$ cat src/design/igmpq_pkg.sv
package igmpq_pkg;

	// frame geometry
	localparam int FRAME_BYTES = 60;
	localparam int IDX_W = $clog2(FRAME_BYTES);

	// configuration port
	localparam int CFG_IDX_W = 3;
	localparam int CFG_DATA_W = 48;

	localparam logic [CFG_IDX_W-1:0] REG_DEST_GROUP = 3'd0;
	localparam logic [CFG_IDX_W-1:0] REG_TTL = 3'd1;
	localparam logic [CFG_IDX_W-1:0] REG_RESP_SECONDS = 3'd2;
	localparam logic [CFG_IDX_W-1:0] REG_V3_MODE = 3'd3;
	localparam logic [CFG_IDX_W-1:0] REG_SOURCE_MAC = 3'd4;

	// register reset values
	localparam logic [31:0] RST_DEST_GROUP = 32'hE000_0001;
	localparam logic [7:0] RST_TTL = 8'd1;
	localparam logic [7:0] RST_RESP_SECONDS = 8'd1;
	localparam logic RST_V3_MODE = 1'b0;
	localparam logic [47:0] RST_SOURCE_MAC = 48'h0024_981D_37E8;

	// fixed header fields
	localparam logic [7:0] MCAST_OUI_LO = 8'h5E;
	localparam logic [7:0] MCAST_MAC_MASK = 8'h7F;
	localparam logic [7:0] IP_VER_IHL = 8'h46;
	localparam logic [7:0] IP_LEN_V2 = 8'd32;
	localparam logic [7:0] IP_LEN_V3 = 8'd36;
	localparam logic [7:0] IP_ID_LO = 8'h95;
	localparam logic [7:0] IP_PROTO_IGMP = 8'h02;
	localparam logic [7:0] RTR_ALERT_TYPE = 8'h94;
	localparam logic [7:0] RTR_ALERT_LEN = 8'h04;
	localparam logic [7:0] IGMP_TYPE_QUERY = 8'h11;
	localparam logic [7:0] IGMP_V3_QQIC = 8'h0A;
	localparam logic [7:0] PAD_BYTE = 8'h55;
	localparam logic [7:0] ETYPE_HI = 8'h08;

	// sum of the ip header words that never change: 4600 + 0095 + 9404
	localparam logic [15:0] IP_FIXED_SUM = 16'hDA99;

	typedef struct packed {
		logic [31:0] dest_group;
		logic [7:0] ttl;
		logic [7:0] resp_seconds;
		logic v3_mode;
		logic [47:0] source_mac;
	} cfg_t;

	typedef struct packed {
		logic [31:0] source_ip;
		logic [15:0] ip_cksum;
		logic [15:0] igmp_cksum;
		logic [7:0] max_resp;
	} frame_t;

endpackage

$ cat src/design/igmpq_cksum.sv
module igmpq_cksum (
	input logic clk,
	input logic arst_n,
	input igmpq_pkg::cfg_t cfg,
	input logic in_valid,
	output logic in_ready,
	input logic [31:0] source_ip,
	output logic out_valid,
	input logic out_ready,
	output igmpq_pkg::frame_t out_frame
);

	logic valid_s1, valid_s2, valid_s3;
	logic ready_s1, ready_s2, ready_s3;

	logic [31:0] src_s1, src_s2, src_s3;
	logic [16:0] src_sum_s1;
	logic [17:0] cfg_sum_s1;
	logic [7:0] mrc_s2, mrc_s3;
	logic [16:0] fold_s2;
	logic [15:0] ip_ck_s3, ig_ck_s3;

	logic [18:0] total;
	logic [7:0] mrc;
	logic [16:0] fold2;
	logic [15:0] ig_sum;

	assign ready_s3 = !valid_s3 || out_ready;
	assign ready_s2 = !valid_s2 || ready_s3;
	assign ready_s1 = !valid_s1 || ready_s2;
	assign in_ready = ready_s1;

	// ten times the response time, wrapped
	assign mrc = {cfg.resp_seconds[4:0], 3'b000} + {cfg.resp_seconds[6:0], 1'b0};
	assign total = 19'(src_sum_s1) + 19'(cfg_sum_s1);
	assign fold2 = 17'(fold_s2[15:0]) + 17'(fold_s2[16]);
	assign ig_sum = {igmpq_pkg::IGMP_TYPE_QUERY, mrc_s2}
		+ (cfg.v3_mode ? 16'(igmpq_pkg::IGMP_V3_QQIC) : 16'd0);

	always_ff @(posedge clk or negedge arst_n) begin
		if (!arst_n) begin
			valid_s1 <= 1'b0;
			valid_s2 <= 1'b0;
			valid_s3 <= 1'b0;
		end else begin
			if (ready_s1) valid_s1 <= in_valid;
			if (ready_s2) valid_s2 <= valid_s1;
			if (ready_s3) valid_s3 <= valid_s2;
		end
	end

	always_ff @(posedge clk) begin
		if (ready_s1 && in_valid) begin
			src_s1 <= source_ip;
			src_sum_s1 <= 17'(source_ip[31:16]) + 17'(source_ip[15:0]);
			cfg_sum_s1 <= 18'(cfg.dest_group[31:16]) + 18'(cfg.dest_group[15:0])
				+ 18'({cfg.ttl, igmpq_pkg::IP_PROTO_IGMP})
				+ 18'(igmpq_pkg::IP_FIXED_SUM)
				+ 18'(cfg.v3_mode ? igmpq_pkg::IP_LEN_V3 : igmpq_pkg::IP_LEN_V2);
		end
		if (ready_s2 && valid_s1) begin
			src_s2 <= src_s1;
			fold_s2 <= 17'(total[15:0]) + 17'(total[18:16]);
			mrc_s2 <= mrc;
		end
		if (ready_s3 && valid_s2) begin
			src_s3 <= src_s2;
			mrc_s3 <= mrc_s2;
			ip_ck_s3 <= ~fold2[15:0];
			ig_ck_s3 <= ~ig_sum;
		end
	end

	assign out_valid = valid_s3;
	assign out_frame.source_ip = src_s3;
	assign out_frame.ip_cksum = ip_ck_s3;
	assign out_frame.igmp_cksum = ig_ck_s3;
	assign out_frame.max_resp = mrc_s3;

	a_s3_hold: assert property (@(posedge clk) disable iff (!arst_n)
		valid_s3 && !out_ready |=> valid_s3 && $stable(ip_ck_s3) && $stable(src_s3))
		else $error("checksum stage lost a stalled frame");

	a_s2_hold: assert property (@(posedge clk) disable iff (!arst_n)
		valid_s2 && !ready_s2 |=> valid_s2 && $stable(fold_s2))
		else $error("fold stage changed while stalled");

	a_in_ready: assert property (@(posedge clk) disable iff (!arst_n)
		!in_ready |-> valid_s1 && valid_s2 && valid_s3)
		else $error("input stalled with a free stage");

endmodule

$ cat src/design/igmpq_ser.sv
module igmpq_ser (
	input logic clk,
	input logic arst_n,
	input igmpq_pkg::cfg_t cfg,
	input logic in_valid,
	output logic in_ready,
	input igmpq_pkg::frame_t in_frame,
	output logic out_valid,
	input logic out_stall,
	output logic [7:0] frame_byte,
	output logic is_last
);

	localparam logic [igmpq_pkg::IDX_W-1:0] LAST_IDX =
		igmpq_pkg::IDX_W'(igmpq_pkg::FRAME_BYTES - 1);

	logic frame_valid_q;
	logic [igmpq_pkg::IDX_W-1:0] idx_q;
	igmpq_pkg::frame_t frame_q;
	logic out_valid_q;
	logic [7:0] byte_q;
	logic last_q;

	logic out_load, last_byte, take;
	logic [7:0] next_byte;

	assign out_load = frame_valid_q && (!out_valid_q || !out_stall);
	assign last_byte = idx_q == LAST_IDX;
	assign take = !frame_valid_q || (out_load && last_byte);
	assign in_ready = take;

	always_comb begin
		unique case (idx_q)
			6'd0: next_byte = 8'h01;
			6'd2: next_byte = igmpq_pkg::MCAST_OUI_LO;
			6'd3: next_byte = cfg.dest_group[23:16] & igmpq_pkg::MCAST_MAC_MASK;
			6'd4: next_byte = cfg.dest_group[15:8];
			6'd5: next_byte = cfg.dest_group[7:0];
			6'd6: next_byte = cfg.source_mac[47:40];
			6'd7: next_byte = cfg.source_mac[39:32];
			6'd8: next_byte = cfg.source_mac[31:24];
			6'd9: next_byte = cfg.source_mac[23:16];
			6'd10: next_byte = cfg.source_mac[15:8];
			6'd11: next_byte = cfg.source_mac[7:0];
			6'd12: next_byte = igmpq_pkg::ETYPE_HI;
			6'd14: next_byte = igmpq_pkg::IP_VER_IHL;
			6'd17: next_byte = cfg.v3_mode ? igmpq_pkg::IP_LEN_V3 : igmpq_pkg::IP_LEN_V2;
			6'd19: next_byte = igmpq_pkg::IP_ID_LO;
			6'd22: next_byte = cfg.ttl;
			6'd23: next_byte = igmpq_pkg::IP_PROTO_IGMP;
			6'd24: next_byte = frame_q.ip_cksum[15:8];
			6'd25: next_byte = frame_q.ip_cksum[7:0];
			6'd26: next_byte = frame_q.source_ip[31:24];
			6'd27: next_byte = frame_q.source_ip[23:16];
			6'd28: next_byte = frame_q.source_ip[15:8];
			6'd29: next_byte = frame_q.source_ip[7:0];
			6'd30: next_byte = cfg.dest_group[31:24];
			6'd31: next_byte = cfg.dest_group[23:16];
			6'd32: next_byte = cfg.dest_group[15:8];
			6'd33: next_byte = cfg.dest_group[7:0];
			6'd34: next_byte = igmpq_pkg::RTR_ALERT_TYPE;
			6'd35: next_byte = igmpq_pkg::RTR_ALERT_LEN;
			6'd38: next_byte = igmpq_pkg::IGMP_TYPE_QUERY;
			6'd39: next_byte = frame_q.max_resp;
			6'd40: next_byte = frame_q.igmp_cksum[15:8];
			6'd41: next_byte = frame_q.igmp_cksum[7:0];
			6'd47: next_byte = cfg.v3_mode ? igmpq_pkg::IGMP_V3_QQIC : 8'h00;
			6'd48, 6'd49: next_byte = cfg.v3_mode ? 8'h00 : igmpq_pkg::PAD_BYTE;
			6'd1, 6'd13, 6'd15, 6'd16, 6'd18, 6'd20, 6'd21, 6'd36, 6'd37,
			6'd42, 6'd43, 6'd44, 6'd45, 6'd46, 6'd50, 6'd51: next_byte = 8'h00;
			default: next_byte = igmpq_pkg::PAD_BYTE;
		endcase
	end

	always_ff @(posedge clk or negedge arst_n) begin
		if (!arst_n) begin
			frame_valid_q <= 1'b0;
			idx_q <= '0;
			out_valid_q <= 1'b0;
		end else begin
			if (take && in_valid) begin
				frame_valid_q <= 1'b1;
				idx_q <= '0;
			end else if (out_load && last_byte) begin
				frame_valid_q <= 1'b0;
				idx_q <= '0;
			end else if (out_load) begin
				idx_q <= idx_q + igmpq_pkg::IDX_W'(1);
			end
			if (out_load) out_valid_q <= 1'b1;
			else if (!out_stall) out_valid_q <= 1'b0;
		end
	end

	always_ff @(posedge clk) begin
		if (take && in_valid) frame_q <= in_frame;
		if (out_load) begin
			byte_q <= next_byte;
			last_q <= last_byte;
		end
	end

	assign out_valid = out_valid_q;
	assign frame_byte = byte_q;
	assign is_last = last_q;

	a_idx_range: assert property (@(posedge clk) disable iff (!arst_n)
		frame_valid_q |-> idx_q <= LAST_IDX)
		else $error("byte index past end of frame");

	a_last_pad: assert property (@(posedge clk) disable iff (!arst_n)
		out_valid_q && last_q |-> byte_q == igmpq_pkg::PAD_BYTE)
		else $error("last byte is not trailer pad");

	a_wrap: assert property (@(posedge clk) disable iff (!arst_n)
		out_load && last_byte |=> idx_q == '0)
		else $error("index did not restart after last byte");

endmodule

$ cat src/design/igmp_query_frame_builder.sv
// igmp general query frame builder: every request carrying a source ipv4 address
// yields one 60-byte ethernet frame, one byte per output request in wire order,
// with is_last on the sixtieth byte. a three-stage pipeline forms the ipv4 header
// and igmp checksums, then a byte serializer with a registered output walks the
// frame. the serializer is one byte wide and takes the next frame as it loads
// the last byte of the current one, so frames leave back to back whenever the
// output does not stall; a request waits in the checksum stages meanwhile. up
// to three further requests are held in the checksum pipeline while a frame is
// being sent. configuration writes are always taken (cfg_ready is tied high);
// index 0 destination group, 1 ttl, 2 response seconds, 3 v3 mode, 4 source mac,
// other indexes are ignored. configuration must only change while no frame is
// pending or in flight.
module igmp_query_frame_builder (
	input logic clk,
	input logic arst_n,
	input logic in_valid,
	output logic in_stall,
	input logic [31:0] source_ip,
	output logic out_valid,
	input logic out_stall,
	output logic [7:0] frame_byte,
	output logic is_last,
	input logic cfg_valid,
	output logic cfg_ready,
	input logic [igmpq_pkg::CFG_IDX_W-1:0] cfg_index,
	input logic [igmpq_pkg::CFG_DATA_W-1:0] cfg_data
);

	// configuration registers
	igmpq_pkg::cfg_t cfg_q;

	// checksum pipeline to serializer
	logic ck_valid, ck_ready, in_ready;
	igmpq_pkg::frame_t ck_frame;

	assign cfg_ready = 1'b1;
	assign in_stall = !in_ready;

	// register file, low bits of the data kept per register width
	always_ff @(posedge clk or negedge arst_n) begin
		if (!arst_n) begin
			cfg_q.dest_group <= igmpq_pkg::RST_DEST_GROUP;
			cfg_q.ttl <= igmpq_pkg::RST_TTL;
			cfg_q.resp_seconds <= igmpq_pkg::RST_RESP_SECONDS;
			cfg_q.v3_mode <= igmpq_pkg::RST_V3_MODE;
			cfg_q.source_mac <= igmpq_pkg::RST_SOURCE_MAC;
		end else if (cfg_valid && cfg_ready) begin
			unique case (cfg_index)
				igmpq_pkg::REG_DEST_GROUP: cfg_q.dest_group <= cfg_data[31:0];
				igmpq_pkg::REG_TTL: cfg_q.ttl <= cfg_data[7:0];
				igmpq_pkg::REG_RESP_SECONDS: cfg_q.resp_seconds <= cfg_data[7:0];
				igmpq_pkg::REG_V3_MODE: cfg_q.v3_mode <= cfg_data[0];
				igmpq_pkg::REG_SOURCE_MAC: cfg_q.source_mac <= cfg_data[47:0];
				// unused indexes: write dropped
				default: begin
				end
			endcase
		end
	end

	// header and igmp checksums, three register stages
	igmpq_cksum u_cksum (
		.clk(clk),
		.arst_n(arst_n),
		.cfg(cfg_q),
		.in_valid(in_valid),
		.in_ready(in_ready),
		.source_ip(source_ip),
		.out_valid(ck_valid),
		.out_ready(ck_ready),
		.out_frame(ck_frame)
	);

	// byte serializer with output register
	igmpq_ser u_ser (
		.clk(clk),
		.arst_n(arst_n),
		.cfg(cfg_q),
		.in_valid(ck_valid),
		.in_ready(ck_ready),
		.in_frame(ck_frame),
		.out_valid(out_valid),
		.out_stall(out_stall),
		.frame_byte(frame_byte),
		.is_last(is_last)
	);

endmodule

$ cat config.mk
export PLATFORM = sky130hd
export DESIGN_NAME = igmp_query_frame_builder
export DESIGN_NICKNAME = d
export VERILOG_FILES = /design/src/design/igmpq_pkg.sv /design/src/design/igmpq_cksum.sv /design/src/design/igmpq_ser.sv /design/src/design/igmp_query_frame_builder.sv
export SDC_FILE = /design/constraint.sdc
export NUM_CORES = 1
export LEC_CHECK = 0
export BUFFER_PORTS_ARGS = -buffer_cell sky130_fd_sc_hd__buf_2
export CAP_MARGIN = 25
export CORE_MARGIN = 2
export CORE_UTILIZATION = 35
export CTS_CLUSTER_DIAMETER = 100
export CTS_CLUSTER_SIZE = 16
export DETAILED_ROUTE_END_ITERATION = 12
export GPL_TIMING_DRIVEN = 0
export PLACE_DENSITY = 0.5
export SLEW_MARGIN = 30
export SYNTH_ARGS = -nofsm -noshare
export SYNTH_HDL_FRONTEND = slang
export SYNTH_SLANG_ARGS = --single-unit
$ cat constraint.sdc
create_clock -name clk -period 4.4 [get_ports clk]
set_input_delay 1.1 -clock clk [delete_from_list [all_inputs] [get_ports clk]]
set_output_delay 1.1 -clock clk [all_outputs]
set_load 0.05 [all_outputs]
Yosys cells after proc, flatten, opt, wreduce, memory -nomap -nowiden

Cells that the tools add are included.

Flip-flop bits (word level): 384
Latch bits: 0
Output and inout bits: 12
Memory bits (writable): 0
Memories: 0
Input bits: 88
ROM bits: 0

Div/mod/pow operators: 0
$mul: 0
Add/subtract/negate cells: 11
Reductions and logical operators: 31
Magnitude comparators: 0
Eq/ne operators: 57
Muxes and demuxes: 13
Shifts and indexed selects: 0
Bitwise gates (word level): 2

Operators by type and width:

| operator                                             | count |
|---|---|
| one-hot mux 8 bit (34 select lines)                  | 1 |
| equality test 6 bit (second input constant)          | 21 |
| equality test 6 x 5 -> 1 bit (second input constant) | 16 |
| equality test 6 x 4 -> 1 bit (second input constant) | 8 |
| adder 16 x 16 -> 17 bit                              | 2 |
| inverter 16 bit                                      | 2 |
| equality test 6 x 3 -> 1 bit (second input constant) | 4 |
| adder 17 x 18 -> 19 bit                              | 1 |
| adder 18 x 16 -> 18 bit                              | 1 |
| adder 18 x 16 -> 18 bit (second input constant)      | 1 |
| adder 18 bit                                         | 1 |
| two-way mux 6 bit                                    | 3 |
| adder 16 x 3 -> 17 bit                               | 1 |
| adder 13 x 16 -> 16 bit                              | 1 |
| adder 16 x 1 -> 16 bit                               | 1 |
| OR reduction 16 bit                                  | 1 |
| equality test 6 x 2 -> 1 bit (second input constant) | 2 |
| AND reduction 2 bit                                  | 5 |
| adder 8 bit                                          | 1 |
| two-way mux 4 bit                                    | 2 |
| logical NOT 1 bit                                    | 7 |
| two-way mux 7 bit                                    | 1 |
| adder 6 x 1 -> 6 bit (second input constant)         | 1 |
| equality test 3 x 2 -> 1 bit (second input constant) | 2 |
| 13 further kinds                                     | 28 |

Depth between registers and ports, before layout

Word-level depth: 9
Mapped depth: 20
Gate-level depth less buffers: 20

By module

From an unflattened synthesis, not the netlist that was laid out.

Cell total of the unflattened synthesis: 1288
Area total of the unflattened synthesis: 18063.6 sq um

Modules (own cells, without submodules):

| module                   | area each (sq um) | cells an instance | times used | seq. area each (sq um) |
|---|---|---|---|---|
| igmpq_cksum              | 9581.7            | 684               | 1          | 5690.5 |
| igmpq_ser                | 4694.5            | 392               | 1          | 2632.5 |
| igmp_query_frame_builder | 3787.4            | 212               | 1          | 2457.4 |

Least setup slack after synthesis

Ideal clock, no wire load.

Path type: input port to flip-flop
From: input port out_stall
To: register u_ser.frame_q[10] (netlist bit), enable pin
Buffers on the path: 0
Setup slack: -1026 ps
Data arrival time: 4939 ps
Stages: 4
Path through: a21boi_1 > nand2_1 > and2_1 > nor2_1

Word-level cells in the longest chain between the ends: 6

RTL lines:

| item                   | line                           | RTL |
|---|---|---|
| start: declaration     | igmp_query_frame_builder.sv:20 | `input logic out_stall,` |
| logical NOT 1 bit      | igmpq_ser.sv:27                | `assign out_load = frame_valid_q && (!out_valid_q \|\| !out_stall);` |
| logical OR 1 bit       | igmpq_ser.sv:27                |  |
| logical AND 1 bit      | igmpq_ser.sv:27                |  |
| logical AND 1 bit      | igmpq_ser.sv:29                | `assign take = !frame_valid_q \|\| (out_load && last_byte);` |
| logical OR 1 bit       | igmpq_ser.sv:29                |  |
| logical AND 1 bit      | igmpq_ser.sv:96                | `if (take && in_valid) frame_q <= in_frame;` |
| end signal: assignment | igmpq_ser.sv:96                |  |
| end: declaration       | igmpq_ser.sv:19                | `igmpq_pkg::frame_t frame_q;` |

Every way passes these cells.
A chain may end at the register's enable or synchronous reset.

Worst setup path after layout

From: register u_cksum.src_sum_s1[0]
To: register u_cksum.fold_s2[15], data pin

Word-level cells in the longest chain between the ends: 2

RTL lines:

| item                     | line              | RTL |
|---|---|---|
| start: declaration       | igmpq_cksum.sv:17 | `logic [16:0] src_sum_s1;` |
| start signal: assignment | igmpq_cksum.sv:55 | `src_sum_s1 <= 17'(source_ip[31:16]) + 17'(source_ip[15:0]);` |
| adder 17 x 18 -> 19 bit  | igmpq_cksum.sv:35 | `assign total = 19'(src_sum_s1) + 19'(cfg_sum_s1);` |
| adder 16 x 3 -> 17 bit   | igmpq_cksum.sv:63 | `fold_s2 <= 17'(total[15:0]) + 17'(total[18:16]);` |
| end signal: assignment   | igmpq_cksum.sv:63 |  |
| end: declaration         | igmpq_cksum.sv:20 | `logic [16:0] fold_s2;` |

Every way passes these cells.

==> metrics.yaml <==
status: "finished, violations left"
violations: "negative setup slack"
cp_max_fo: 3
final.setup_skew_ps: 21.55
synthAdderAreaFrac_pct: 7.257
path_buf_inv: 1
power_mw: 10.96
grt_use_total_pct: 19.03
grt_pass1_vias: 10760
nNetsFinal: 1621
dp_hpwl_mm: 36.98
power_leakage_nw: 7.417
grt_pass1_wl_mm: 70.71
start_kind: "register"
powerDensity_nw_per_um2: 552.0
final_common_cell: "edfxtp_1"
r2r_cells: 20
place_congestion: 0.9411
clockBufferDepth: 3
synth_cell_types: 76
final_cell_mix: "260 x edfxtp_1, 105 x buf_2, 87 x mux2_2"
seq_area_frac_synth_pct: 61.23
vdd_ir_drop_max_v: 0.0003053
core_area_um2: 48650
synth_compound_area_share_pct: 10.19
hold_viol: 0
vias_per_cell: 5.284
cp.required_ps: 4720
io_pins: 100
r2r_end: "u_cksum.fold_s2[15]"
area_growth_pct: 15.63
dpl-instance-area_um2: 18780
dieArea_um2: 50850
hold_class: "input port to async pin"
ys_async_sr_fraction_pct: 29.16
wire_per_inst_um: 23.28
setup_slack_ps: -3.243
synth_top_area_cell: "edfxtp_1"
die_h_um: 225.5
syn_nets: 1464
clkSlewWorstSetupHoldPaths_ps: 80
timing.final.crit_share_pct: 100.1
synth_mux_area_share_pct: 5.821
dr_total_vias: 11000
cp_slowest_cell: "or4b_4"
syn_inst: 1280
syn_area_um2: 17170
drtIter0Drc: 986
cts_buffers: 27
root_buffer: "clkbuf_16"
dr.pass1.iters: 5
relSlewSlack_pct: 31.80
synth-seq-cells: 367
cts_sinks: 367
cp-end-kind: "register"
grt_overflow: 0
synth_top_area_share_pct: 45.46
synth_area_leaders: "edfxtp_1 45%, dfrtp_1 12%, ha_1 6.6%"
die_w_um: 225.5
rrSetupSlack_ps: -3
final_util_pct: 40.82
start_util_pct: 35.30
synth_edf_count: 260
drive_gt1_share_pct: 23.11
synth_xor_xnor_area_share_pct: 4.794
final_area_um2: 19860
wl_mm: 48.44
r2r_start: "u_cksum.src_sum_s1[0]"
critical_path_class: "register to register"
setup_viol_count_final: 1
maxSlewViolCount: 0
worst_slew_pin_slew_ps: 1023
synth_top_family_by_area: "compound AO/OA/AOI/OAI gates"
ys.flop_type: "edfxtp_1"
ant_nets: 0
synth.avg_cell_area_um2: 13.42
grt_max_degree: 61
clk_latency_ps: 590
grt_setup_unrepaired: "true"
hold_buffers: 0
fmax_mhz: 227.1
critical-path-max-stage-delay_ps: 520
synth-simple-area-share_pct: 8.554
drc: 0
tritoncts: "done"
cp_top_family: "simple AND/OR/NAND/NOR gates"
period_needed_ps: 4403
placement.io_buffers: 98
antenna_found_initial: 0
drv_cap: 0
ctsHtreeMaxLevel: 1
fp-row-count: 81
yosysWarnings: 0
cp.arrival_ps: 4720
crit_chain: "ha_4 -> inv_2 -> fa_2 -> nor2b_2 -> o31a_1 -> o21ai_2 -> o31a_1 -> o21ai_2 -> o21a_1 -> nor2_1 -> xnor2_1 -> ha_2 -> a21o_1 -> a21oi_2 -> nor3_2 -> nand3_2 -> nor3_4 -> nand4_1 -> or4b_4 -> xnor2_2"
how the worst max path moves through the flow:
| stage | to | cells after the start | start |
|---|---|---|---|
| 2_1_floorplan | u_cksum.cfg_sum_s1[0] | 5 | out_stall |
| 3_3_place_gp | u_cksum.cfg_sum_s1[4] | 6 | out_stall |
| 3_5_place_dp | u_cksum.fold_s2[15] | 20 | u_cksum.src_sum_s1[0] |
| 4_1_cts | u_cksum.fold_s2[15] | 20 | u_cksum.src_sum_s1[0] |
| 5_1_grt | u_cksum.fold_s2[15] | 20 | u_cksum.src_sum_s1[0] |
| 6_report | u_cksum.fold_s2[15] | 20 | u_cksum.src_sum_s1[0] |
synth_stat cells, drive strengths merged, types with 3 or more instances:
library cell / count
a31oi: 6
and2: 6
nand4: 21
dfstp: 24
nand2: 66
a21oi: 52
a22oi: 34
buf: 11
nor2: 69
o21bai: 10
a221oi: 13
o31a: 4
and4: 3
fa: 6
nor3: 30
o211a: 3
nor3b: 3
dfrtp: 83
xor2: 35
nor2b: 15
o311ai: 3
nand3: 28
ha: 90
inv: 63
or2: 4
xnor2: 59
a211oi: 9
a21boi: 4
or3: 11
clkbuf: 19
o21a: 11
a222oi: 8
edfxtp: 260
a32oi: 3
o41ai: 4
mux2: 87
a22o: 13
nand2b: 16
and3: 7
a21o: 14
o21ai: 41
cell families after synthesis:
family | count (synthesis)
xor gates and xnor gates | 94
AOI/OAI and AO/OA | 249
adders and majority gates | 96
muxes | 89
DFF | 367
and+or+nand+nor | 291
buffers and inverters | 93
other | 1
area by class of cell:
type	instances	area [µm²]
diodes	1	2.502
inverters	63	236.5
plain buffers	29	127.6
multi-input cells	820	6523
flip-flops and latches	367	10520
well taps	622	778.2
repair buffers	129	862.1
clock buffers	46	747.0
clock inverters	4	65.06
fillers	4633	28790
registers in the layout (all words and copies together), names as in the netlist, 6 cells and up:
name and count:
u_cksum.fold_s2 17, u_ser.idx_q 6, u_cksum.src_sum_s1 17, cfg_q 96, u_ser.frame_byte 8, u_cksum.src_s3 32, u_cksum.src_s2 32, u_cksum.mrc_s2 7
u_cksum.ig_ck_s3 9, u_cksum.src_s1 32, u_cksum.cfg_sum_s1 18, u_cksum.mrc_s3 7, u_ser.frame_q 64, u_cksum.ip_ck_s3 16
per-stage QoR:
step / hold slack, ps / setup TNS, ps / cells / worst slack, ps
after floorplan: 400.3 / 0 / 1280 / 13.43
after global placement: 403.7 / -361930 / 2000 / -1585
after detailed placement: 404.5 / -3725 / 2015 / -763.2
after CTS: 412.7 / -33.53 / 2073 / -33.53
after global routing: 422.2 / -700.8 / 2080 / -218.2
final: 408.5 / -3.243 / 2081 / -3.243
repair_timing:
action / in CTS / in global routing
gates cloned: 0 / 0
setup endpoints to repair: 10 / 13
gates resized for setup: 14 / 20
setup buffers: 9 / 8
pin swaps: 13 / 23
routing by layer:
metal,vias to the layer above,global-route usage [%],wire length [µm]
li1,5134,-,-
met1,5530,26.97,22500
met2,286,31.20,22690
met3,47,2.203,2144
met4,0,4.636,1107
met5,-,0,0
report_power, final:
part / internal [mW] / switching, mW
registers: 4.19 / 0.255
logic: 1.59 / 2.46
clock network: 1.23 / 1.23
Note: power is estimated with default switching activity, not from simulation.
